$ cat src/sv/h264fua_pkg.sv
// Shared types and constants for the H.264 RTP FU-A packetizer.
`default_nettype none
package h264fua_pkg;

	// Field widths
	localparam int DATA_W     = 8;
	localparam int UNIT_LEN_W = 24;
	localparam int ELAPSED_W  = 24;
	localparam int MTU_W      = 14;
	localparam int PT_W       = 7;
	localparam int SSRC_W     = 32;
	localparam int SEQ_W      = 16;
	localparam int TS_W       = 32;
	localparam int REG_IDX_W  = 2;

	// Configuration reset values
	localparam logic [MTU_W-1:0]  MTU_RESET  = 14'd1400;
	localparam logic [PT_W-1:0]   PT_RESET   = 7'd96;
	localparam logic [SSRC_W-1:0] SSRC_RESET = 32'd10;

	// Packet format
	localparam logic [7:0] RTP_VERSION_BYTE = 8'h80;
	localparam logic [7:0] NAL_NRI_MASK     = 8'h60;
	localparam logic [4:0] FU_A_TYPE        = 5'd28;
	localparam logic [4:0] NAL_ACCESS_LIMIT = 5'd6;
	localparam int         RTP_HDR_BYTES    = 12;
	localparam int         FU_HDR_BYTES     = 2;
	localparam int         START_CODE_BYTES = 4;
	localparam int         SHORT_UNIT_BYTES = 5;
	localparam int         MTU_FRAG_FLOOR   = 15;

	// Timestamp: elapsed_us * 9 / 100, the /100 as a reciprocal multiply
	localparam int             TS_X_W     = 28;
	localparam int             TS_RECIP_W = 29;
	localparam logic [TS_RECIP_W-1:0] TS_RECIP = 29'd343597384;
	localparam int             TS_SHIFT   = 35;
	localparam int             TS_PROD_W  = TS_X_W + TS_RECIP_W;

	// Command queue between front and back
	localparam int CMDQ_DEPTH = 4;
	localparam int CMDQ_PTR_W = 2;
	localparam int CMDQ_CNT_W = 3;

	typedef enum logic [REG_IDX_W-1:0] {
		REG_MAX_PACKET   = 2'd0,
		REG_PAYLOAD_TYPE = 2'd1,
		REG_STREAM_SRC   = 2'd2
	} reg_idx_t;

	typedef struct packed {
		logic [MTU_W-1:0]  max_packet_bytes;
		logic [PT_W-1:0]   payload_type;
		logic [SSRC_W-1:0] stream_source_id;
	} cfg_t;

	// One classified input byte: which output bytes it causes
	typedef struct packed {
		logic              short_flag;
		logic              hdr;
		logic              marker;
		logic [SEQ_W-1:0]  seq;
		logic [TS_W-1:0]   ts;
		logic              fu;
		logic [7:0]        fu_ind;
		logic [7:0]        fu_hdr;
		logic              data;
		logic [DATA_W-1:0] data_byte;
		logic              data_end;
	} cmd_t;

	function automatic logic is_access(input logic [7:0] nal);
		logic [4:0] t;
		t = nal[4:0];
		return (t != 5'd0) && (t < NAL_ACCESS_LIMIT);
	endfunction

endpackage
`default_nettype wire

$ cat src/sv/h264fua_cmdq.sv
// Short command queue between the front end and the byte sequencer.
`default_nettype none
module h264fua_cmdq (
	input  wire logic            clk,
	input  wire logic            arst_n,
	input  wire logic            push,
	input  wire h264fua_pkg::cmd_t wr_cmd,
	output logic                 full,
	input  wire logic            pop,
	output logic                 valid,
	output h264fua_pkg::cmd_t    rd_cmd
);
	import h264fua_pkg::*;

	cmd_t                  mem_q [CMDQ_DEPTH];
	logic [CMDQ_PTR_W-1:0] wr_ptr_q, rd_ptr_q;
	logic [CMDQ_CNT_W-1:0] cnt_q;

	assign full = cnt_q == CMDQ_CNT_W'(CMDQ_DEPTH);
	assign valid = cnt_q != '0;
	assign rd_cmd = mem_q[rd_ptr_q];

	always_ff @(posedge clk) begin
		if (push) begin
			mem_q[wr_ptr_q] <= wr_cmd;
		end
	end

	always_ff @(posedge clk or negedge arst_n) begin
		if (!arst_n) begin
			wr_ptr_q <= '0;
			rd_ptr_q <= '0;
			cnt_q    <= '0;
		end else begin
			if (push) begin
				wr_ptr_q <= wr_ptr_q + CMDQ_PTR_W'(1);
			end
			if (pop) begin
				rd_ptr_q <= rd_ptr_q + CMDQ_PTR_W'(1);
			end
			case ({push, pop})
				2'b10:   cnt_q <= cnt_q + CMDQ_CNT_W'(1);
				2'b01:   cnt_q <= cnt_q - CMDQ_CNT_W'(1);
				default: ;
			endcase
		end
	end

	a_no_push_full: assert property (@(posedge clk) disable iff (!arst_n)
		push |-> !full) else $error("command pushed into full queue");
	a_no_pop_empty: assert property (@(posedge clk) disable iff (!arst_n)
		pop |-> valid) else $error("command popped from empty queue");
	a_cnt_bound: assert property (@(posedge clk) disable iff (!arst_n)
		cnt_q <= CMDQ_CNT_W'(CMDQ_DEPTH)) else $error("queue fill count overflow");

endmodule
`default_nettype wire

$ cat config.mk
export PLATFORM = sky130hd
export DESIGN_NAME = h264fua_cmdq
export DESIGN_NICKNAME = d
export VERILOG_FILES = /design/src/sv/h264fua_pkg.sv /design/src/sv/h264fua_cmdq.sv
export SDC_FILE = /design/constraint.sdc
export NUM_CORES = 1
export LEC_CHECK = 0
export ABC_CLOCK_PERIOD_IN_PS = 2900
export CAP_MARGIN = 20
export CORE_ASPECT_RATIO = 0.7
export CORE_MARGIN = 10
export CORE_UTILIZATION = 28
export CTS_CLUSTER_DIAMETER = 100
export DETAILED_ROUTE_END_ITERATION = 6
export DONT_BUFFER_PORTS = 1
export SLEW_MARGIN = 20
export SYNTH_ARGS = -nofsm -noshare
export SYNTH_HDL_FRONTEND = slang
export SYNTH_SLANG_ARGS = --single-unit
$ cat constraint.sdc
create_clock -name clk -period 2.9 [get_ports clk]
set_clock_uncertainty 0.05 [all_clocks]
set_input_delay 0.145 -clock clk [delete_from_list [all_inputs] [get_ports clk]]
set_output_delay 0.145 -clock clk [all_outputs]
set_load 0.01 [all_outputs]
== After elaboration in Yosys (flattened, before gate mapping) ==
Memories as Yosys holds them, arrays and structs flattened.
Index checks and enable logic that the tools add are counted.
Widths: inputs -> output; s select.
Storage, ports and cells
  word-level logic and storage cells: 16
  register bits after elaboration: 7
  input port bits: 82
  RAM bits: 312
  memories: 1
  output and inout port bits: 80
Operators by class
  reduce and logical (&&, ||, !) cells: 2
  eq/ne operators: 3
  $add $sub $neg: 4
  mux-type cells: 3
Memories
  mem_q: words 4, bits a word 78, read ports 1, clocked after memory_dff 0, write ports 1, line h264fua_cmdq.sv:15  | cmd_t mem_q [CMDQ_DEPTH];
Operator list (number)
  $pmux 3 s2: 1
  $add 2x1->2 const B: 2
  $add 3x1->3 const B: 1
  $eq 3x3->1 const B: 1
  $reduce_bool 3->1: 1
  $sub 3x1->3 const B: 1
  $eq 2x1->1 const B: 1
  $eq 2x2->1 const B: 1
  $mux 1: 2
  $reduce_bool 2->1: 1

== Depth between registers and ports, before layout ==
  word-level depth: 2
  gate-level depth with buffers: 7
  gate-level depth less buffers: 7

== Least setup slack after synthesis ==
No wires, ideal clock.
  kind: register to register
  from: register wr_ptr_q[0]
  to: memory mem_q[0][0] in the netlist's numbering (enable)
  buffers on the path: 0
  arrival time: 2.439 ns
  setup time: 0.445 ns
  stages on the path, launching flop included: 4
  slack: -0.034 ns
  data required time: 2.405 ns
  clock period less this slack: 2.934 ns
  cell sequence: dfrtp_1 > inv_1 > ha_1 > and2_1
RTL lines
  start, declared: line h264fua_cmdq.sv:16  | logic [CMDQ_PTR_W-1:0] wr_ptr_q, rd_ptr_q;
  start signal, assigned: line h264fua_cmdq.sv:36  | wr_ptr_q <= wr_ptr_q + CMDQ_PTR_W'(1);
  end, declared: line h264fua_cmdq.sv:15
No word-level cell before the write port.

==> results.yml <==
run_status:
  status: "complete, no violations"
setup_path:
  path_buf_inv: 1
  crit_path_max_fanout: 29
  cp-start-kind: "register"
  crit_path_max_incr_delay_ps: 700
  crit_path_top_delay_cell: "dfrtp_4"
  arrival_ps: 2250
  critPathKind: "register to output pin"
  critical_path_required_ps: 2710
  cp_top_family: "flip-flops"
  ff2ff_path_depth: 4
  cp_cell_sequence: "buf_12, mux4_2"
  r2r_slack_ps: 910
  rr_startpoint: "wr_ptr_q[0]"
  r2r-end: "mem_q[0][1]"
  crit_path_end_kind: "output pin"
clock_tree:
  clock_sinks: 319
  clk_pin_slew_worst_paths_ps: 60
  cts_htree_levels: 1
  cts_tree: "built"
  cts_buffers: 31
  clock_latency_ps: 550
  cts_resized: 0
  clk_path_buf_depth: 3
  root_buffer: "clkbuf_16"
hold_path:
  hold_start: "push"
  holdPathStages: 1
  min_path_type: "input pin to register"
  holdPathEnd: "mem_q[1][20]"
logic_synthesis:
  synth_cells: 444
  synth_top_area_frac: 0.798
  syn_area_per_cell_um2: 26.4
  yosysUniqueCellTypes: 19
  ys_seq_area_frac: 0.813
  synth_area_um2: 11700
  ys_warn_count: 0
  synth_seq_cells: 319
  yosys-top-cells-area: "edfxtp_1 80%, mux4_2 15%, dfrtp_1 1.5%, buf_12 1.4%, ha_1 0.53%"
  syn_nets: 532
  yosys.area.top_type: "edfxtp_1"
power:
  vdd_drop_max_mv: 0.506
  p_per_area_nw_per_um2: 963
  leakagePower_nw: 4.47
grt:
  grt_max_degree: 50
  grt_use_total: 0.0903
  antenna_found_initial: 2
  overflow: 0
  grt_pass1_vias: 5394
  grt_pass1_wl_um: 35200
sta:
  worstMarginPinSlew_ps: 615
  timing.slew.headroom: 0.590
  drv_slew: 0
  setup_violations: 0
  hold_viol: 0
  fin_crit_ps: 2450
  period_share: 0.843
  grt_setup_unrepaired: "false"
  tns_ps: 0
  fmax_ghz: 0.409
final_layout:
  nets: 640
  final_cell_area_um2: 14200
  area_growth_syn_to_layout_pct: 20.8
  drive_above_1_share: 0.247
  fin_util: 0.344
placement:
  gp_congestion: 0.691
  place_area_um2: 12400
  portBuffers: 0
  hpwl_um: 14700
die:
  fp.coreArea_um2: 41200
  row_count: 62
  start_util: 0.285
  die_area_um2: 50700
  die_h_um: 191
  die_x_um: 265
  io_pins: 162
routing:
  firstDrtPassIters: 4
  drt_wl_total_um: 23300
  postRouteAntennaNets: 0
  drtIter0Drc: 273
  post_drt_wl_per_cell_um: 20.8
  drc: 0
  viasPerCell: 4.39
  vias: 4913
flow_run:
  maxCapViolCount: 0
cells in the mapped netlist:
cell        n
fa_1        1
mux2i_1     1
mux4_2     78
buf_6       1
dfrtp_1     7
ha_1        5
buf_4       1
buf_2       8
inv_1       6
o21ai_0     1
edfxtp_1  312
buf_12      8
or3_1       1
xor2_1      4
and2_1      4
and3_1      1
nor2_1      1
nand2_1     2
xnor2_1     2
how the worst max path moves through the flow:
stage                 from  slack, ps  depth (start not counted)     endpoint
2_1_floorplan  wr_ptr_q[0]         50                          2  mem_q[3][0]
3_3_place_gp   wr_ptr_q[0]        970                          4  mem_q[0][1]
3_5_place_dp   wr_ptr_q[0]        880                          4  mem_q[0][6]
4_1_cts        rd_ptr_q[0]        350                          2   rd_cmd[12]
5_1_grt        rd_ptr_q[0]        310                          2   rd_cmd[64]
6_report       rd_ptr_q[0]        450                          2   rd_cmd[71]
where the power goes:
group	leakage, nW	total [mW]	internal [mW]	switching (mW)
Clock	0.472	3.83	2.20	1.62
Combinational	1.06	3.42	1.47	1.95
Sequential	2.95	6.41	6.03	0.380
placed cells by master (no fill, tap or decap), types with 3 or more instances in the layout:
cell type	instances
ha_1	5
xor2_1	4
clkbuf_16	31
dlygate4sd3_1	82
and2_4	4
inv_1	6
clkinv_2	9
mux4_2	78
clkinv_1	6
dfrtp_1	5
buf_4	4
buf_12	7
bufinv_16	3
clkinvlp_4	4
edfxtp_1	312
state kept, by name, indices dropped and copies added (netlist names):
signal	cells
mem_q	312
cnt_q	3
rd_ptr_q	2
wr_ptr_q	2
area by class of cell:
type	instances	area [µm²]
clock inverters	22	188
repair buffers	93	991
diodes	1	2.50
inverters	6	22.5
multi-input cells	101	1970
fillers	3743	27000
well taps	544	681
clock buffers	33	783
flip-flops and latches	319	9550
routing by layer:
| metal | track usage | share of wire |
|---|---|---|
| met5 | 0 | 0.00056 |
| met1 | 0.109 | 0.40 |
| met3 | 0.0352 | 0.079 |
| met2 | 0.152 | 0.50 |
| met4 | 0.0190 | 0.019 |
through the flow:
stage          std cells  total power [mW]  hold WS (ps)  setup slack, ps
2_1_floorplan        444              9.12          -201             50.4
3_3_place_gp         981              9.82          -200              966
3_5_place_dp         981              9.96          -200              877
4_1_cts             1118              14.0          2.94              355
5_1_grt             1119              14.4          18.9              306
6_report            1119              13.7          37.4              454
timing repair:
item	CTS	global route
setup buffers	0	0
hold buffers	82	0
hold endpoints to repair	357	0
cell families (layout without fill, tap and decap cells):
group,count (synthesis),after routing,share of synthesized area
xor+xnor,6,6,0.00448
buf+inv,24,154,0.0206
flops,319,319,0.813
mux,79,79,0.150
simple gates,9,9,0.00416
compound gates,1,1,0.000426
other cells,0,1,0
fa+ha+maj,6,6,0.00703
Power figures use the tool's default switching activity.
