==> src/sv/h264fua_pkg.sv <==
// Shared types and constants for the H.264 RTP FU-A packetizer.
`default_nettype none
package h264fua_pkg;

	// Field widths
	localparam int DATA_W     = 8;
	localparam int UNIT_LEN_W = 24;
	localparam int ELAPSED_W  = 24;
	localparam int MTU_W      = 14;
	localparam int PT_W       = 7;
	localparam int SSRC_W     = 32;
	localparam int SEQ_W      = 16;
	localparam int TS_W       = 32;
	localparam int REG_IDX_W  = 2;

	// Configuration reset values
	localparam logic [MTU_W-1:0]  MTU_RESET  = 14'd1400;
	localparam logic [PT_W-1:0]   PT_RESET   = 7'd96;
	localparam logic [SSRC_W-1:0] SSRC_RESET = 32'd10;

	// Packet format
	localparam logic [7:0] RTP_VERSION_BYTE = 8'h80;
	localparam logic [7:0] NAL_NRI_MASK     = 8'h60;
	localparam logic [4:0] FU_A_TYPE        = 5'd28;
	localparam logic [4:0] NAL_ACCESS_LIMIT = 5'd6;
	localparam int         RTP_HDR_BYTES    = 12;
	localparam int         FU_HDR_BYTES     = 2;
	localparam int         START_CODE_BYTES = 4;
	localparam int         SHORT_UNIT_BYTES = 5;
	localparam int         MTU_FRAG_FLOOR   = 15;

	// Timestamp: elapsed_us * 9 / 100, the /100 as a reciprocal multiply
	localparam int             TS_X_W     = 28;
	localparam int             TS_RECIP_W = 29;
	localparam logic [TS_RECIP_W-1:0] TS_RECIP = 29'd343597384;
	localparam int             TS_SHIFT   = 35;
	localparam int             TS_PROD_W  = TS_X_W + TS_RECIP_W;

	// Command queue between front and back
	localparam int CMDQ_DEPTH = 4;
	localparam int CMDQ_PTR_W = 2;
	localparam int CMDQ_CNT_W = 3;

	typedef enum logic [REG_IDX_W-1:0] {
		REG_MAX_PACKET   = 2'd0,
		REG_PAYLOAD_TYPE = 2'd1,
		REG_STREAM_SRC   = 2'd2
	} reg_idx_t;

	typedef struct packed {
		logic [MTU_W-1:0]  max_packet_bytes;
		logic [PT_W-1:0]   payload_type;
		logic [SSRC_W-1:0] stream_source_id;
	} cfg_t;

	// One classified input byte: which output bytes it causes
	typedef struct packed {
		logic              short_flag;
		logic              hdr;
		logic              marker;
		logic [SEQ_W-1:0]  seq;
		logic [TS_W-1:0]   ts;
		logic              fu;
		logic [7:0]        fu_ind;
		logic [7:0]        fu_hdr;
		logic              data;
		logic [DATA_W-1:0] data_byte;
		logic              data_end;
	} cmd_t;

	function automatic logic is_access(input logic [7:0] nal);
		logic [4:0] t;
		t = nal[4:0];
		return (t != 5'd0) && (t < NAL_ACCESS_LIMIT);
	endfunction

endpackage
`default_nettype wire

==> src/sv/h264fua_front.sv <==
// Front end: tracks unit position and fragments, classifies each byte into a command.
`default_nettype none
module h264fua_front #(
	parameter int LENGTH_BITS = 24
) (
	input  wire logic                                  clk,
	input  wire logic                                  arst_n,
	input  wire logic                                  in_valid,
	output logic                                       in_ready,
	input  wire logic [h264fua_pkg::DATA_W-1:0]        data_byte,
	input  wire logic                                  unit_first,
	input  wire logic [h264fua_pkg::UNIT_LEN_W-1:0]    unit_length,
	input  wire logic                                  unit_end,
	input  wire logic [h264fua_pkg::ELAPSED_W-1:0]     elapsed_us,
	input  wire h264fua_pkg::cfg_t                     cfg,
	input  wire logic                                  q_full,
	output logic                                       push,
	output h264fua_pkg::cmd_t                          cmd
);
	import h264fua_pkg::*;

	localparam int CMP_W = ((LENGTH_BITS > MTU_W) ? LENGTH_BITS : MTU_W) + 1;

	logic [LENGTH_BITS-1:0] total_q, pos_q;
	logic [MTU_W-1:0]       frag_left_q;
	logic                   frag_mode_q, first_frag_q;
	logic [7:0]             nal_q;
	logic [SEQ_W-1:0]       seq_q;
	logic [TS_W-1:0]        rtp_time_q;

	logic                   ts_v_s1, ts_v_s2;
	logic [TS_X_W-1:0]      ts_x_s1;
	logic [TS_PROD_W-1:0]   ts_prod_s2;

	logic                   accept;
	logic [LENGTH_BITS-1:0] len_in;

	// next-state values
	logic [LENGTH_BITS-1:0] tl, pos, pos_nx;
	logic [MTU_W-1:0]       fl, fl_nx, size_base, size;
	logic                   fm, ff, ff_nx, in_range, last, close, frag_e, store_nal;
	logic [LENGTH_BITS-1:0] remaining;
	cmd_t                   c;

	assign accept = in_valid && in_ready;
	assign in_ready = !q_full;
	assign len_in = LENGTH_BITS'(unit_length);

	always_comb begin
		tl = unit_first ? len_in : total_q;
		pos = unit_first ? '0 : pos_q;
		fl = unit_first ? '0 : frag_left_q;
		ff = unit_first ? 1'b1 : first_frag_q;
		fm = unit_first ? ((CMP_W'(len_in) + CMP_W'(RTP_HDR_BYTES))
				>= CMP_W'(cfg.max_packet_bytes)) : frag_mode_q;

		in_range = pos < tl;
		last = pos == (tl - LENGTH_BITS'(1));
		remaining = tl - pos;
		size_base = (cfg.max_packet_bytes > MTU_W'(MTU_FRAG_FLOOR))
			? (cfg.max_packet_bytes - MTU_W'(RTP_HDR_BYTES + FU_HDR_BYTES)) : MTU_W'(1);
		frag_e = CMP_W'(remaining) <= CMP_W'(size_base);
		size = frag_e ? MTU_W'(remaining) : size_base;

		c = '0;
		c.short_flag = unit_first && (len_in < LENGTH_BITS'(SHORT_UNIT_BYTES));
		c.seq = seq_q;
		c.ts = rtp_time_q;
		c.data_byte = data_byte;
		c.fu_ind = (nal_q & NAL_NRI_MASK) | 8'(FU_A_TYPE);
		c.fu_hdr = {ff, frag_e, 1'b0, nal_q[4:0]};
		close = 1'b0;
		store_nal = 1'b0;
		fl_nx = fl;
		ff_nx = ff;

		if (in_range) begin
			if (pos == LENGTH_BITS'(START_CODE_BYTES)) begin
				if (!fm) begin
					c.hdr = 1'b1;
					c.marker = is_access(data_byte);
					c.data = 1'b1;
					close = last;
				end else begin
					store_nal = 1'b1;
				end
			end else if (pos > LENGTH_BITS'(START_CODE_BYTES)) begin
				c.data = 1'b1;
				if (!fm) begin
					close = last;
				end else begin
					if (fl == '0) begin
						// open a new fragment
						c.hdr = 1'b1;
						c.fu = 1'b1;
						c.marker = frag_e && is_access(nal_q);
						fl_nx = size - MTU_W'(1);
						ff_nx = 1'b0;
					end else begin
						fl_nx = fl - MTU_W'(1);
					end
					close = fl_nx == '0;
				end
			end
		end
		c.data_end = c.data && (close || unit_end);

		pos_nx = in_range ? (pos + LENGTH_BITS'(1)) : pos;
		if (unit_end) begin
			pos_nx = tl;
			fl_nx = '0;
		end
	end

	assign push = accept && (c.short_flag || c.hdr || c.data);
	assign cmd = c;

	always_ff @(posedge clk or negedge arst_n) begin
		if (!arst_n) begin
			total_q      <= '0;
			pos_q        <= '0;
			frag_left_q  <= '0;
			frag_mode_q  <= 1'b0;
			first_frag_q <= 1'b1;
			nal_q        <= '0;
			seq_q        <= '0;
		end else if (accept) begin
			total_q      <= tl;
			pos_q        <= pos_nx;
			frag_left_q  <= fl_nx;
			frag_mode_q  <= fm;
			first_frag_q <= ff_nx;
			if (store_nal) begin
				nal_q <= data_byte;
			end
			if (c.hdr) begin
				seq_q <= seq_q + SEQ_W'(1);
			end
		end
	end

	// Timestamp advance: x = el*9, then x/100 by reciprocal, then accumulate.
	// The next header is at least four accepted bytes away, so the lag through the s1 and s2 registers is hidden.
	always_ff @(posedge clk) begin
		ts_x_s1    <= (TS_X_W'(elapsed_us) << 3) + TS_X_W'(elapsed_us);
		ts_prod_s2 <= TS_PROD_W'(ts_x_s1) * TS_PROD_W'(TS_RECIP);
	end

	always_ff @(posedge clk or negedge arst_n) begin
		if (!arst_n) begin
			ts_v_s1    <= 1'b0;
			ts_v_s2    <= 1'b0;
			rtp_time_q <= '0;
		end else begin
			ts_v_s1 <= accept && unit_end;
			ts_v_s2 <= ts_v_s1;
			if (ts_v_s2) begin
				rtp_time_q <= rtp_time_q + TS_W'(ts_prod_s2 >> TS_SHIFT);
			end
		end
	end

endmodule
`default_nettype wire

==> config.mk <==
export PLATFORM = sky130hd
export DESIGN_NAME = h264fua_front
export DESIGN_NICKNAME = d
export VERILOG_FILES = /design/src/sv/h264fua_pkg.sv /design/src/sv/h264fua_front.sv
export SDC_FILE = /design/constraint.sdc
export NUM_CORES = 1
export LEC_CHECK = 0
export BUFFER_PORTS_ARGS = -buffer_cell sky130_fd_sc_hd__buf_2
export CAP_MARGIN = 20
export CORE_UTILIZATION = 68
export CTS_CLUSTER_SIZE = 16
export DETAILED_ROUTE_END_ITERATION = 6
export HOLD_SLACK_MARGIN = 0.08
export PLACE_DENSITY_LB_ADDON = 0.05
export SYNTH_ARGS = -nofsm -noshare
export SYNTH_HDL_FRONTEND = slang
export SYNTH_SLANG_ARGS = --single-unit
export TNS_END_PERCENT = 100
==> constraint.sdc <==
create_clock -name clk -period 11 [get_ports clk]
set_clock_uncertainty 0.05 [all_clocks]
set_input_delay 0.55 -clock clk [delete_from_list [all_inputs] [get_ports clk]]
set_output_delay 0.55 -clock clk [all_outputs]
set_load 0.03 [all_outputs]
* Word level (Yosys, flattened, before mapping)
Index checks and enable logic that the tools add are counted. Widths: inputs -> output; s select.
Operators by class: add/subtract/negate cells 10, $mul 1, divide/modulo/power cells 0, order comparisons 8, equality and inequality tests 2, shift-type cells 0, mux-type cells 47, bitwise logic cells 0, reductions and logical operators 18
Operator list (number):
- $mux 14 | 13
- $mux 24 | 4
- $mul 28x26->54 const B | 1
- $add 32x22->32 | 1
- $add 27x24->28 | 1
- $logic_not 14->1 | 2
- $sub 14x1->14 const B | 2
- $add 24x4->25 const B | 1
- $ge 25x14->1 | 1
- $add 24x1->24 const B | 1
- $eq 24x24->1 | 1
- $eq 24x3->1 const B | 1
- $gt 24x3->1 const B | 1
- $le 24x14->1 | 1
- $lt 24x24->1 | 1
- $lt 24x3->1 const B | 1
- $mux 1 | 24
- $sub 24x1->24 const B | 1
- $sub 24x24->24 | 1
- $add 16x1->16 const B | 1
- $gt 14x4->1 const B | 1
- $sub 14x4->14 const B | 1
- $mux 2 | 6
- $lt 5x3->1 const B | 2
- other kinds (5) | 16
Storage, ports and cells: bits in registers 203, bits in latches 0, memory bits (writable) 0, bits in read-only memories 0, output and inout port bits 80, logic and storage cells 98, memories kept 0

* Logic depth before layout (Yosys ltp)
depth in word-level cells 17, gate-level depth with buffers 35, depth with buffers taken out 29

* Worst setup path before layout
OpenSTA, ideal clock, no wires.
path kind input to output, from in unit_first, to out cmd[0] (netlist name), arrival time 7.785 ns, required time 10.400 ns, slack 2.615 ns, stages on the path 34, path buffers 7, path through buf_4 buf_2 buf_1 clkbuf_1 buf_1 clkbuf_1 nor2b_1 inv_1 ha_1 nor2b_1 o21ai_0 a21boi_1 o211a_4 buf_6 nor2b_1 o21ai_0 a21oi_1 xnor2_1 ha_1 and4_1 nand3_1 or3_1 o31ai_1 o2111ai_1 nor4_4 nand2_2 a221o_1 inv_1 ha_1 inv_1 nor4b_2 xnor2_1 or3_1 o41ai_2
RTL lines:
- from (decl) | RTL line h264fua_front.sv:11 | input wire logic unit_first,
- to (decl) | RTL line h264fua_front.sv:18 | output h264fua_pkg::cmd_t cmd

==> results.py <==
metrics = {
    "critical_path": {
        "max_stage_delay_ps": 860,
        "endpoint": "cmd[0]",
        "crit_required_ps": 10400,
        "crit_fanout": 26,
        "critPathLaunch": "unit_first",
        "critPathLaunchType": "primary input",
        "crit_type": "in2out",
        "reg2reg_depth": 23,
        "slowest_stage": "inv_1",
        "reg2reg_to": "ts_prod_s2[56]",
        "r2r_slack_ps": 2840,
        "timing.rr.start": "ts_x_s1[8]",
        "critical_path_arrival_ps": 8390,
        "cp-end-kind": "output port",
    },
    "floorplanning": {
        "chipHeight_um": 192,
        "io-pin-count": 195,
        "core_mm2": 0.0356,
        "start_util_pct": 69.2,
        "die_w_um": 192,
        "die_area_mm2": 0.0370,
        "core.rowCount": 69,
    },
    "timing": {
        "relSlewSlack_pct": 25.2,
        "slew_viol_final": 0,
        "fin_crit_ps": 8990,
        "hold_viol": 0,
        "finalCritPeriodShare_pct": 81.7,
        "max_freq_mhz": 111,
        "worst_pin_slew_ps": 1110,
        "rsz0062_at_grt": "no",
        "setup_violations": 0,
        "setup_tns_ps": 0,
    },
    "clock_network": {
        "ctsLongestPathBuffers": 2,
        "cts_tree": "yes",
        "clk-insertion-delay-late_ps": 450,
        "htreeDepth": 4,
        "post_cts_resized": 0,
        "clk_pin_slew_ps": 80,
        "cts_inserted_buffers": 17,
        "clock_sinks": 171,
        "cts_root_buf": "clkbuf_16",
        "postCtsHoldBufs": 0,
        "cts_setup_buffers": 0,
    },
    "routing": {
        "initialDrtViolationCount": 1731,
        "wirelength_mm": 66.1,
        "ant_nets": 0,
        "viasPerCell": 6.24,
        "drt-pass1-iter-count": 5,
        "drt-wirelength-per-cell_um": 20.6,
        "vias": 20000,
        "remaining_drc_errors": 0,
    },
    "yosys": {
        "yosys_warnings": 0,
        "yosysTopAreaCellShare_pct": 21.4,
        "synth-main-ff-cell": "dfrtp_1",
        "yosys.area.top_type": "fa_1",
        "netlist_area_mm2": 0.0246,
        "yosys-top-cells-area": "fa_1, ha_1, dfrtp_1",
        "avgSynthCellArea_um2": 9.38,
        "synth-seq-cells": 171,
        "async_reset_ff_share_pct": 70.8,
        "synth-edff-count": 0,
        "synth.distinct_cells": 90,
        "synth_cells": 2625,
        "ys_seq_area_share_pct": 16.4,
    },
    "global_routing": {
        "grt_pass1_vias": 20300,
        "grt_max_degree": 66,
        "overflow": 0,
        "grt_pass1_wl_mm": 105,
        "antenna_found_initial": 0,
        "gr-usage-all-layers_pct": 37.1,
    },
    "layout": {
        "final_nets": 3524,
        "final_common_cell": "ha_1",
        "syn2layout_area_growth_pct": 6.84,
        "final_area_mm2": 0.0263,
        "final_cell_mix": "ha_1, inv_1, fa_1",
        "drive_gt1_share_pct": 10.1,
    },
    "placement": {
        "gp_congestion": 0.983,
        "hpwlAfterDp_mm": 54.3,
        "portBuffers": 146,
        "placed_cell_area_mm2": 0.0257,
    },
    "min_path": {
        "hp-class": "in2async",
    },
    "status": {
        "outcome": "complete, no violations",
    },
    "job": {
        "drv_cap": 0,
    },
}
[flip-flops by register name (all words and copies together), names as in the netlist]
signal / count
pos_q: 24
ts_v_s1: 1
ts_v_s2: 1
nal_q: 7
seq_q: 16
first_frag_q: 1
total_q: 24
ts_prod_s2: 22
frag_mode_q: 1
ts_x_s1: 28
rtp_time_q: 32
frag_left_q: 14
[how the worst min path moves through the flow]
stage / startpoint / end / slack (ps) / cells past startpoint
after global routing: elapsed_us[0] / ts_x_s1[0] / 140 / 1
after detailed placement: ts_v_s1 / ts_v_s2 / 290 / 0
final: arst_n / seq_q[15] / 100 / 1
after global placement: ts_v_s1 / ts_v_s2 / 290 / 0
after floorplan: arst_n / frag_left_q[0] / 200 / 0
after CTS: arst_n / seq_q[14] / 150 / 1
[area by class of cell]
| type | instances | area (µm²) |
|---|---|---|
| clock buffer | 17 | 425 |
| tap | 461 | 577 |
| clock inverter | 15 | 170 |
| multi-input combinational | 1985 | 18700 |
| fill | 2590 | 9260 |
| antenna | 1 | 2.50 |
| timing repair buffer | 161 | 866 |
| sequential | 171 | 4030 |
| inverter | 399 | 1500 |
[cells in the mapped netlist, drive strengths merged (50+ instances only)]
master,count
ha,411
inv,398
fa,263
nand2,171
nor2,135
dfrtp,120
xnor2,107
a21oi,105
o21ai,92
nor3,73
nand3,61
mux2,52
dfxtp,50
[logic make-up (layout without fill, tap and decap cells)]
logic type	Yosys count	count (layout)	share of synthesized area (%)
adders and majority gates	674	674	42.3
and+or+nand+nor	653	653	13.3
buffers and inverters	474	592	7.61
AOI/OAI and AO/OA	420	420	11.5
DFF	171	171	16.4
xor gates and xnor gates	148	148	5.26
muxes	83	83	3.64
other	2	8	0.0305
[per-layer routing]
| layer | wire [µm] | vias up | part of all wire, % | track usage [%] |
|---|---|---|---|---|
| li1 | - | 9204 | - | - |
| met1 | 28500 | 9752 | 43 | 51.5 |
| met2 | 29300 | 926 | 44 | 57.9 |
| met3 | 6200 | 140 | 9.4 | 7.42 |
| met4 | 2000 | 0 | 3.0 | 12.6 |
| met5 | 0 | - | 0 | 0 |
[critical path: cells and delay by family]
family	cells	cell delay, ps
AND/OR/NAND/NOR	11	3200
adder cells (fa/ha/maj)	3	950
buffers and inverters	5	1600
XOR/XNOR	2	330
AO/OA/AOI/OAI	7	1740
[stage by stage]
stage	setup slack (ps)	utilization [%]	std cells	hold slack [ps]
CTS	2120	73.9	3208	145
global route	1440	74.0	3209	142
floorplan	2620	-	2630	204
finish	2010	74.0	3210	103
global placement	2290	72.2	3176	286
detailed placement	2150	72.2	3176	292
Power is not shown: default switching activity piles up to over one toggle a cycle in this logic, so the estimate is an artifact.
