$ cat src/sv/h264fua_pkg.sv
// Shared types and constants for the H.264 RTP FU-A packetizer.
`default_nettype none
package h264fua_pkg;

	// Field widths
	localparam int DATA_W     = 8;
	localparam int UNIT_LEN_W = 24;
	localparam int ELAPSED_W  = 24;
	localparam int MTU_W      = 14;
	localparam int PT_W       = 7;
	localparam int SSRC_W     = 32;
	localparam int SEQ_W      = 16;
	localparam int TS_W       = 32;
	localparam int REG_IDX_W  = 2;

	// Configuration reset values
	localparam logic [MTU_W-1:0]  MTU_RESET  = 14'd1400;
	localparam logic [PT_W-1:0]   PT_RESET   = 7'd96;
	localparam logic [SSRC_W-1:0] SSRC_RESET = 32'd10;

	// Packet format
	localparam logic [7:0] RTP_VERSION_BYTE = 8'h80;
	localparam logic [7:0] NAL_NRI_MASK     = 8'h60;
	localparam logic [4:0] FU_A_TYPE        = 5'd28;
	localparam logic [4:0] NAL_ACCESS_LIMIT = 5'd6;
	localparam int         RTP_HDR_BYTES    = 12;
	localparam int         FU_HDR_BYTES     = 2;
	localparam int         START_CODE_BYTES = 4;
	localparam int         SHORT_UNIT_BYTES = 5;
	localparam int         MTU_FRAG_FLOOR   = 15;

	// Timestamp: elapsed_us * 9 / 100, the /100 as a reciprocal multiply
	localparam int             TS_X_W     = 28;
	localparam int             TS_RECIP_W = 29;
	localparam logic [TS_RECIP_W-1:0] TS_RECIP = 29'd343597384;
	localparam int             TS_SHIFT   = 35;
	localparam int             TS_PROD_W  = TS_X_W + TS_RECIP_W;

	// Command queue between front and back
	localparam int CMDQ_DEPTH = 4;
	localparam int CMDQ_PTR_W = 2;
	localparam int CMDQ_CNT_W = 3;

	typedef enum logic [REG_IDX_W-1:0] {
		REG_MAX_PACKET   = 2'd0,
		REG_PAYLOAD_TYPE = 2'd1,
		REG_STREAM_SRC   = 2'd2
	} reg_idx_t;

	typedef struct packed {
		logic [MTU_W-1:0]  max_packet_bytes;
		logic [PT_W-1:0]   payload_type;
		logic [SSRC_W-1:0] stream_source_id;
	} cfg_t;

	// One classified input byte: which output bytes it causes
	typedef struct packed {
		logic              short_flag;
		logic              hdr;
		logic              marker;
		logic [SEQ_W-1:0]  seq;
		logic [TS_W-1:0]   ts;
		logic              fu;
		logic [7:0]        fu_ind;
		logic [7:0]        fu_hdr;
		logic              data;
		logic [DATA_W-1:0] data_byte;
		logic              data_end;
	} cmd_t;

	function automatic logic is_access(input logic [7:0] nal);
		logic [4:0] t;
		t = nal[4:0];
		return (t != 5'd0) && (t < NAL_ACCESS_LIMIT);
	endfunction

endpackage
`default_nettype wire

$ cat src/sv/h264fua_cfg.sv
// Configuration registers of the packetizer.
`default_nettype none
module h264fua_cfg (
	input  wire logic                                 clk,
	input  wire logic                                 arst_n,
	input  wire logic                                 wr_valid,
	input  wire logic [h264fua_pkg::REG_IDX_W-1:0]    wr_index,
	input  wire logic [h264fua_pkg::SSRC_W-1:0]       wr_data,
	output h264fua_pkg::cfg_t                         cfg
);
	import h264fua_pkg::*;

	cfg_t cfg_q;

	always_ff @(posedge clk or negedge arst_n) begin
		if (!arst_n) begin
			cfg_q.max_packet_bytes <= MTU_RESET;
			cfg_q.payload_type     <= PT_RESET;
			cfg_q.stream_source_id <= SSRC_RESET;
		end else if (wr_valid) begin
			case (reg_idx_t'(wr_index))
				REG_MAX_PACKET:   cfg_q.max_packet_bytes <= wr_data[MTU_W-1:0];
				REG_PAYLOAD_TYPE: cfg_q.payload_type     <= wr_data[PT_W-1:0];
				REG_STREAM_SRC:   cfg_q.stream_source_id <= wr_data;
				default: ;
			endcase
		end
	end

	assign cfg = cfg_q;

endmodule
`default_nettype wire

$ cat config.mk
export PLATFORM = sky130hd
export DESIGN_NAME = h264fua_cfg
export DESIGN_NICKNAME = d
export VERILOG_FILES = /design/src/sv/h264fua_pkg.sv /design/src/sv/h264fua_cfg.sv
export SDC_FILE = /design/constraint.sdc
export NUM_CORES = 1
export LEC_CHECK = 0
export CELL_PAD_IN_SITES_DETAIL_PLACEMENT = 0
export CELL_PAD_IN_SITES_GLOBAL_PLACEMENT = 1
export CORE_MARGIN = 2
export CORE_UTILIZATION = 25
export DETAILED_ROUTE_END_ITERATION = 12
export DONT_BUFFER_PORTS = 1
export PLACE_DENSITY_LB_ADDON = 0.1
export SYNTH_ARGS = -nofsm -noshare
export SYNTH_HDL_FRONTEND = slang
export SYNTH_SLANG_ARGS = --single-unit
export TNS_END_PERCENT = 30
$ cat constraint.sdc
create_clock -name clk -period 2.24 [get_ports clk]
set_input_delay 0 -clock clk [delete_from_list [all_inputs] [get_ports clk]]
set_output_delay 0 -clock clk [all_outputs]
set_load 0.03 [all_outputs]
[Yosys cells after proc, flatten, opt, wreduce, memory -nomap -nowiden]
Index checks and enable logic that the tools add are counted.
Word-level totals
  bits in registers: 53
  output and inout bits: 53
Operators by class
  reductions and logical operators: 4
  eq/ne operators: 2
Operators by type and width (number)
  AND reduction 2 bit: 3
  == test 2 x 1 -> 1 bit, second input constant: 1
  == test 2 bit, second input constant: 1
  logical NOT 2 bit: 1

[Longest topological paths before layout]
Gate-level depths: netlist (run 1).
  word-level depth: 2
  mapped depth: 3

[Worst setup path before layout (run 1)]
No wires, ideal clock.
  path kind: reg-to-reg
  start point: register cfg[4] (netlist name)
  end point: register cfg_q, in the netlist cfg[4]
  required time: 2.112 ns
  buffers on the path: 0
  arrival: 0.785 ns
  stages on the path, launching flop included: 2
  setup slack: 1.328 ns
  period minus slack after synthesis: 0.912 ns
  path through: dfrtp_1 mux2_1
RTL lines
  end: declaration: RTL line h264fua_cfg.sv:13  | cfg_t cfg_q;

==> metrics.txt, run 1 <==
outcome finished, final reports clean; Slew Viols, Final 0; Setup-failing EPs final 0; Worst Path Required about 2.4 ns; clock-pin transition on the worst setup and hold timing paths about 0.090 ns; clock network fraction of total power between 20% and 30%; clock latency at the later pin of the worst-skew pair 0.29 ns; Die Wd 93.6 um; Max Freq ~1.1 GHz; vias post-DR 1113; vias in the first global route 1237; post-route clock period utilization 42.2%; Pre-Repair DR Iteration Count 3; first-pass GRT wire length ~6400 um; Ys Warns 0; CP Capture Type flip-flop; part of the power in registers 64.2%; Switching Power 0.880 mW; FF+latch area about 1300 um2; R2R Path Start cfg[5]; syn avg cell area roughly 18 um2; core area slightly below 8000 um2; port buffer count 0; CTS Buf Count 5; simple-gate portion of the synthesized area approximately 2.3%; Post-Synth Adder-Cell Area 0%; FF-to-FF End cfg[5]; proportion of synthesized area in mux cells 29.7%; Synth cell types 9; Hold Path Class primary input to flip-flop; Worst slew margin roughly 46%; # nets final 187; actual slew at the worst max-slew pin between 0.8 and 0.9 ns; max FFs per register 53; Rows 32; Worst Hold End cfg[48]; final setup TNS 0 ns; WL per Instance between 15 and 20 um; CP bufs+invs 0; Critical-path top delay cell dfrtp_1; hpwl dp 2710 um; fin area roughly 2600 um2; Leak roughly 1.1 nW; placed inst area around 2100 um2; Synth Register Bits 53; Crit. path cell count 1; io pins 90; chip height roughly 94 um; setup repair after global routing missed its margin false; total congestion overflow 0; leading cell type in the layout, fill and taps excluded mux2_2; starting DRC count in detailed routing 10; maximum fanout along the worst path 2; Ant. Diodes 0; Initial Util approximately 26%; hold path start wr_index[0]; Cell Int Power between 1.5 and 2 mW; Resize count post-CTS 0; remaining antenna violation count after routing 0; die area between 8000 and 9000 um2; WHS Path Cells 2; largest family of logic cells by synthesized area multiplexers; Final GP Congestion about 0.6; layout cells sized above 1 between 40% and 50%; CTS tree built; area grow syn2layout 28.7%; critical path launch point type flip-flop; Seq/Total Area, Yosys about two thirds; Post-Synth XOR/XNOR Area 0%; commonest cells after routing, fill and taps aside 51 x mux2_2, 43 x dfrtp_1, 33 x dlygate4sd3_1; synthesized area 2010 um2; FF-to-FF path depth 1; delay of the slowest critical-path stage 0.50 ns; Cell Pwr Density ~1000 nW/um2; Clock Tree Buf Depth 2; Final Skew 0 ns; H-tree depth 2; sw frac roughly a third; Final Critical Period roughly 0.94 ns; largest net degree at the start of global routing between 50 and 60; Crit Path Class flip-flop to flip-flop; wirelength, routed around 4000 um; routed vias/inst 4.40; compound-cell area share of the yosys netlist 0%; peak supply drop about 420 uV; clock sink count 53; crit-path leading delay family flip-flops; fillcell total a little under 800; syn_nets 150; Clock Root Buffer clkbuf_8; GRT Resource Usage Total 9.68%; critical path arrival between 1 and 1.5 ns; Synth Instances between 100 and 150; reg2reg setup slack between 1 and 1.5 ns; Hold Violations, Final 0; Max Cap Viol 0; initial antenna violation count 0; area of the multi-input gates around 640 um2; drt drc 0; crit path cell chain mux2_1; Comb pwr share a little over a tenth
power by group through the flow:
stage               Sequential, mW  Clock [mW]  Combinational, mW
floorplan                     1.64           0              0.182
global placement              1.69           0              0.190
detailed placement            1.69           0              0.205
CTS                           1.67       0.691              0.278
global route                  1.69       0.735              0.305
finish                        1.66       0.657              0.272
synth_stat cells:
cell type / instances / share of area (%)
mux2_2: 51 / 29
dfrtp_1: 43 / 54
dfstp_2: 10 / 13
buf_2: 3 / 0.75
mux2_1: 2 / 1.1
buf_6: 1 / 0.56
nand3b_1: 1 / 0.37
nand3b_4: 1 / 1.0
nor3b_4: 1 / 0.93
cell families (layout without fill, tap and decap cells):
kind of cell | count (synthesis) | in the layout
multiplexers | 53 | 53
flip-flops | 53 | 53
buffers and inverters | 4 | 42
AND/OR/NAND/NOR | 3 | 3
per-stage QoR:
step | instances | power, mW | setup WS (ns) | utilization, % | hold WS [ns]
2_1_floorplan | 113 | 1.82 | 1.33 | - | -0.296
3_3_place_gp | 211 | 1.88 | 0.988 | 27.2 | -0.294
3_5_place_dp | 211 | 1.89 | 0.960 | 27.2 | -0.293
4_1_cts | 253 | 2.64 | 1.28 | 33.3 | 0.0506
5_1_grt | 253 | 2.73 | 1.26 | 33.3 | 0.0506
6_report | 253 | 2.59 | 1.30 | 33.3 | 0.0532
per-layer routing:
metal	track usage, %	vias to the layer above	wire length (um)
li1	-	469	-
met1	10.1	576	1490
met5	0	-	0
met2	16.8	63	2030
met4	3.26	0	38
met3	4.83	5	454
how the worst max path moves through the flow:
stage / startpoint / to / slack, ns
after global placement: wr_index[1] / cfg[51] / 0.99
after floorplan: cfg[4] / cfg[4] / 1.33
after CTS: cfg[3] / cfg[3] / 1.28
after detailed placement: wr_index[1] / cfg[50] / 0.96
final: cfg[5] / cfg[5] / 1.30
after global routing: cfg[42] / cfg[42] / 1.26
what timing repair did:
action,in CTS,in global routing
setup buffers,0,0
hold buffers,34,0
endpoints found under the hold margin,106,0
area by class of cell:
class                      count  area share, %
tap                          102           4.94
clock buffer                   7           3.34
multi-input combinational     56           24.9
timing repair buffer          34           13.8
clock inverter                 1           1.16
sequential                    53           51.8
(Power assumes the default switching activity.)
==> run 2: changes to the inputs <==
clock period = 0.8 ns   (was 2.24 ns; I/O delays follow)
==> metrics.txt, run 2 (synthesis results as in run 1) <==
outcome finished, violations left (was finished, final reports clean); failing checks hold timing, setup timing; Cell Pwr Density 2570 nW/um2 (was 1000 nW/um2); wirelength, routed 4530 um (was 4010 um); crit-path leading delay family flip-flops (unchanged); Worst slew margin 87.4% (was 46.4%); H-tree depth 2 (unchanged); commonest cells after routing, fill and taps aside 53 x buf_6, 32 x mux2_2, 32 x dlygate4sd3_1 (was 51 x mux2_2, 43 x dfrtp_1, 33 x dlygate4sd3_1); GRT Resource Usage Total 11.0% (was 9.68%); port buffer count 0 (unchanged); Ant. Diodes 0 (unchanged); Setup-failing EPs final 53 (was 0); Cell Int Power 5.83 mW (was 1.71 mW); part of the power in registers 43.0% (was 64.2%); CP Capture Type primary output (was flip-flop); first-pass GRT wire length 7420 um (was 6380 um); delay of the slowest critical-path stage 0.56 ns (was 0.50 ns); actual slew at the worst max-slew pin 0.188 ns (was 0.803 ns); post-route clock period utilization 124%; initial antenna violation count 0 (unchanged); Die Wd 93.6 um (unchanged); CTS tree built (unchanged); critical path arrival 0.99 ns (was 1.13 ns); Hold Path Class primary input to async pin (was primary input to flip-flop); Slew Viols, Final 0 (unchanged); sw frac 31.6% (was 34.0%); CTS Buf Count 5 (unchanged); Max Cap Viol 0 (unchanged); hpwl dp 3010 um (was 2710 um); max FFs per register 53 (unchanged); Final Skew 0 ns (unchanged); Final GP Congestion 0.644 (was 0.598); fillcell total 720 (was 770); clock latency at the later pin of the worst-skew pair 0.29 ns (about the same); clock-pin transition on the worst setup and hold timing paths 0.10 ns (was 0.09 ns); Leak 1.49 nW (was 1.07 nW); layout cells sized above 1 69.9% (was 47.0%); critical path launch point type flip-flop (unchanged); Final Critical Period 0.989 ns; total congestion overflow 0 (unchanged); leading cell type in the layout, fill and taps excluded buf_6 (was mux2_2); Rows 32 (unchanged); Worst Path Required 0.80 ns (was 2.42 ns); hold slack -0.620 ns (was 0.0532 ns); vias in the first global route 1399 (was 1237); largest net degree at the start of global routing 54 (unchanged); final core utilization 42.7% (was 33.3%); clock network fraction of total power 21.0% (was 25.4%); remaining antenna violation count after routing 0 (unchanged); setup repair after global routing missed its margin true (was false); Max Freq between 1 and 1.5 GHz; area grow syn2layout 65.1% (was 28.7%); io pins 90 (unchanged); overall power 8.52 mW (was 2.59 mW); Non-Filler Instances 308 (was 253); peak supply drop 1020 uV (was 415 uV); clock sink count 53 (unchanged); worst setup margin -0.189 ns (was 1.30 ns); Comb pwr share 36.0% (was 10.5%); fin area 3320 um2 (was 2580 um2); WL per Instance 14.7 um (was 15.8 um); placed inst area 2660 um2 (was 2110 um2); cts-stage hold buffer count 32 (was 34); core area 7770 um2 (unchanged); # nets final 242 (was 187); crit path cell chain buf_6 (was mux2_1); starting DRC count in detailed routing 34 (was 10); maximum fanout along the worst path 2 (unchanged); Initial Util 25.9% (unchanged); area of the multi-input gates 722 um2 (was 643 um2); Critical-path top delay cell dfstp_2 (was dfrtp_1); Cells after DPL 268 (was 211); Hold Violations, Final 53 (was 0); Pre-Repair DR Iteration Count 3 (unchanged); vias post-DR 1300 (was 1113); drt drc 0 (unchanged); CP bufs+invs 1 (was 0); die area 8770 um2 (unchanged); Clock Root Buffer clkbuf_8 (unchanged); routed vias/inst 4.22 (was 4.40); Switching Power 2.69 mW (was 0.880 mW); Crit Path Class flip-flop to primary output (was flip-flop to flip-flop); Clock Tree Buf Depth 2 (unchanged); chip height 93.6 um (unchanged); FF+latch area 1360 um2 (was 1340 um2)
## run 2: cell types whose count changed in the layout (fill, tap and decap cells not counted), sizes merged
cell,change
buf,+56
clkbuf,-1
clkinv,+1
dlygate4sd3,-1
## run 2: area by class of cell
cell class / count / area share, %
flip-flops and latches: 53 / 40.9
repair buffers: 89 / 30.1
multi-input cells: 56 / 21.8
well taps: 102 / 3.85
clock buffers: 6 / 2.19
clock inverters: 2 / 1.17
## run 2: through the flow
stage	worst slack (ns)	setup TNS, ns
5_1_grt	-0.234	-6.38
3_3_place_gp	-0.0584	-0.407
6_report	-0.189	-3.81
2_1_floorplan	-0.0885	-3.74
3_5_place_dp	-0.0826	-1.02
4_1_cts	-0.207	-4.85
## run 2: final timing paths
path                            to  slack [ns]         from  depth (start not counted)
setup reg to reg           cfg[50]           0      cfg[50]                          1
min in group clk           cfg[39]        0.09  wr_index[0]                          3
hold / removal             cfg[40]       -0.62       arst_n                          0
hold reg to reg            cfg[11]        0.54      cfg[11]                          1
setup / recovery            cfg[3]       -0.19       cfg[3]                          1
max in group asynchronous  cfg[38]        1.24       arst_n                          0
## run 2: power groups by stage
stage | sequential [mW] | clock, mW | combinational (mW)
5_1_grt | 3.74 | 2.03 | 3.19
6_report | 3.66 | 1.79 | 3.07
3_5_place_dp | 3.60 | 0 | 2.60
2_1_floorplan | 4.63 | 0 | 0.594
3_3_place_gp | 3.58 | 0 | 2.58
4_1_cts | 3.66 | 1.90 | 3.06
## run 2: layer usage
layer  GRT usage (%)  vias to the layer above  wire (um)
met5               0                        -          0
met4            3.26                        0         51
met3            3.14                        5        295
met2            18.7                       53       2380
met1            13.6                      664       1800
li1                -                      578          -
## run 2: timing repair
item | CTS | global route
hold endpoints to repair | 106 | 53
resized for setup | 54 | 6
endpoints found under the setup margin | 54 | 71
setup buffers | 0 | 0
==> run 3: changes to the inputs <==
REMOVE_ABC_BUFFERS = 1   (was not set)
==> metrics.txt, run 3 (synthesis results as in run 1) <==
outcome finished, violations left (unchanged); failing checks hold timing, setup timing (unchanged); Ant. Diodes 0 (unchanged); layout cells sized above 1 62.6% (was 69.9%); cts-stage hold buffer count 32 (unchanged); sw frac 31.3% (was 31.6%); Cell Pwr Density 2610 nW/um2 (was 2570 nW/um2); wirelength, routed 4430 um (was 4530 um); vias post-DR 1276 (was 1300); hold slack -0.621 ns (was -0.620 ns); clock latency at the later pin of the worst-skew pair 0.30 ns (was 0.29 ns); CP Capture Type primary output (unchanged); max FFs per register 53 (unchanged); Switching Power 2.65 mW (was 2.69 mW); Clock Root Buffer clkbuf_8 (unchanged); Max Cap Viol 0 (unchanged); Comb pwr share 35.3% (was 36.0%); actual slew at the worst max-slew pin 0.191 ns (was 0.188 ns); Crit Path Class flip-flop to primary output (unchanged); Die Wd 93.6 um (unchanged); crit path cell chain buf_6 (unchanged); peak supply drop 1090 uV (was 1020 uV); critical path launch point type flip-flop (unchanged); WL per Instance 14.4 um (was 14.7 um); remaining antenna violation count after routing 0 (unchanged); Setup-failing EPs final 53 (unchanged); GRT Resource Usage Total 10.5% (was 11.0%); CTS tree built (unchanged); Clock Tree Buf Depth 2 (unchanged); leading cell type in the layout, fill and taps excluded buf_6 (unchanged); chip height 93.6 um (unchanged); Pre-Repair DR Iteration Count 3 (unchanged); critical path arrival 0.98 ns (was 0.99 ns); overall power 8.46 mW (was 8.52 mW); port buffer count 0 (unchanged); Final Skew 0 ns (unchanged); delay of the slowest critical-path stage 0.55 ns (was 0.56 ns); post-route clock period utilization 123% (was 124%); part of the power in registers 42.8% (was 43.0%); crit-path leading delay family flip-flops (unchanged); Hold Path Class primary input to async pin (unchanged); clock network fraction of total power 21.8% (was 21.0%); H-tree depth 2 (unchanged); first-pass GRT wire length 7030 um (was 7420 um); worst setup margin -0.180 ns (was -0.189 ns); Worst slew margin 87.2% (was 87.4%); CP bufs+invs 1 (unchanged); setup bufs post-CTS 0 (unchanged); Leak 1.45 nW (was 1.49 nW); setup repair after global routing missed its margin true (unchanged); routed vias/inst 4.14 (was 4.22); Rows 32 (unchanged); Final GP Congestion 0.670 (was 0.644); Initial Util 25.9% (unchanged); maximum fanout along the worst path 2 (unchanged); Slew Viols, Final 0 (unchanged); Critical-path top delay cell dfstp_2 (unchanged); drt drc 0 (unchanged); starting DRC count in detailed routing 22 (was 34); commonest cells after routing, fill and taps aside 53 x buf_6, 44 x mux2_2, 43 x dfrtp_1 (was 53 x buf_6, 32 x mux2_2, 32 x dlygate4sd3_1); Non-Filler Instances 308 (unchanged); clock-pin transition on the worst setup and hold timing paths 0.09 ns (was 0.10 ns); die area 8770 um2 (unchanged); total congestion overflow 0 (unchanged); reg2reg setup slack 0.01 ns (was 0 ns); Worst Path Required 0.80 ns (about the same); hpwl dp 3040 um (was 3010 um); Hold Violations, Final 53 (unchanged); Max Freq 1.02 GHz (was 1.01 GHz); largest net degree at the start of global routing 54 (unchanged); CTS Buf Count 5 (unchanged); Final Critical Period 0.980 ns (was 0.989 ns); vias in the first global route 1387 (was 1399); initial antenna violation count 0 (unchanged); area grow syn2layout 61.6% (was 65.1%); # nets final 242 (unchanged); core area 7770 um2 (unchanged); Cells after DPL 268 (unchanged); clock sink count 53 (unchanged); io pins 90 (unchanged); Cell Int Power 5.81 mW (was 5.83 mW)
-- run 3: final timing paths --
kind | start | to | cells past startpoint
min reg2reg | cfg[31] | cfg[31] | 1
max reg2reg | cfg[16] | cfg[16] | 1
max | cfg[1] | cfg[1] | 1
max in group asynchronous | arst_n | cfg[42] | 0
min in group clk | wr_index[1] | cfg[40] | 3
min | arst_n | cfg[0] | 0
-- run 3: layer usage --
metal / part of all wire [%] / track usage [%]
met1: 39 / 12.3
met5: 0 / 0
met3: 7.8 / 3.38
met4: 1.4 / 3.62
met2: 51 / 18.2
-- run 3: metrics by stage --
stage | hold WS [ns] | worst slack (ns) | instance area (um2) | setup TNS, ns | util (%)
floorplan | -0.296 | -0.179 | 1980 | -5.31 | -
global placement | -0.294 | -0.0563 | 2570 | -0.538 | 33.2
detailed placement | -0.294 | -0.0750 | 2570 | -0.906 | 33.2
CTS | -0.632 | -0.202 | 3210 | -4.31 | 41.4
global route | -0.646 | -0.220 | 3240 | -5.74 | 41.8
finish | -0.621 | -0.180 | 3240 | -3.48 | 41.8
-- run 3: layout make-up --
type | count | area (um2)
fill | 726 | 4520
timing repair buffer | 89 | 985
multi-input combinational | 56 | 677
clock buffer | 7 | 86.3
clock inverter | 1 | 30.0
sequential | 53 | 1340
tap | 102 | 128
-- run 3: power by group through the flow --
stage	Clock, mW	Sequential (mW)	Combinational [mW]
floorplan	0	4.59	0.501
global placement	0	3.54	2.50
detailed placement	0	3.58	2.51
CTS	1.93	3.63	2.97
global route	2.06	3.69	3.12
finish	1.85	3.62	2.99
-- run 3: timing repair --
action                                 4_1_cts  5_1_grt
resized for setup                           54        8
setup endpoints to repair                   53       63
cloned                                       0        0
endpoints found under the hold margin      106       53
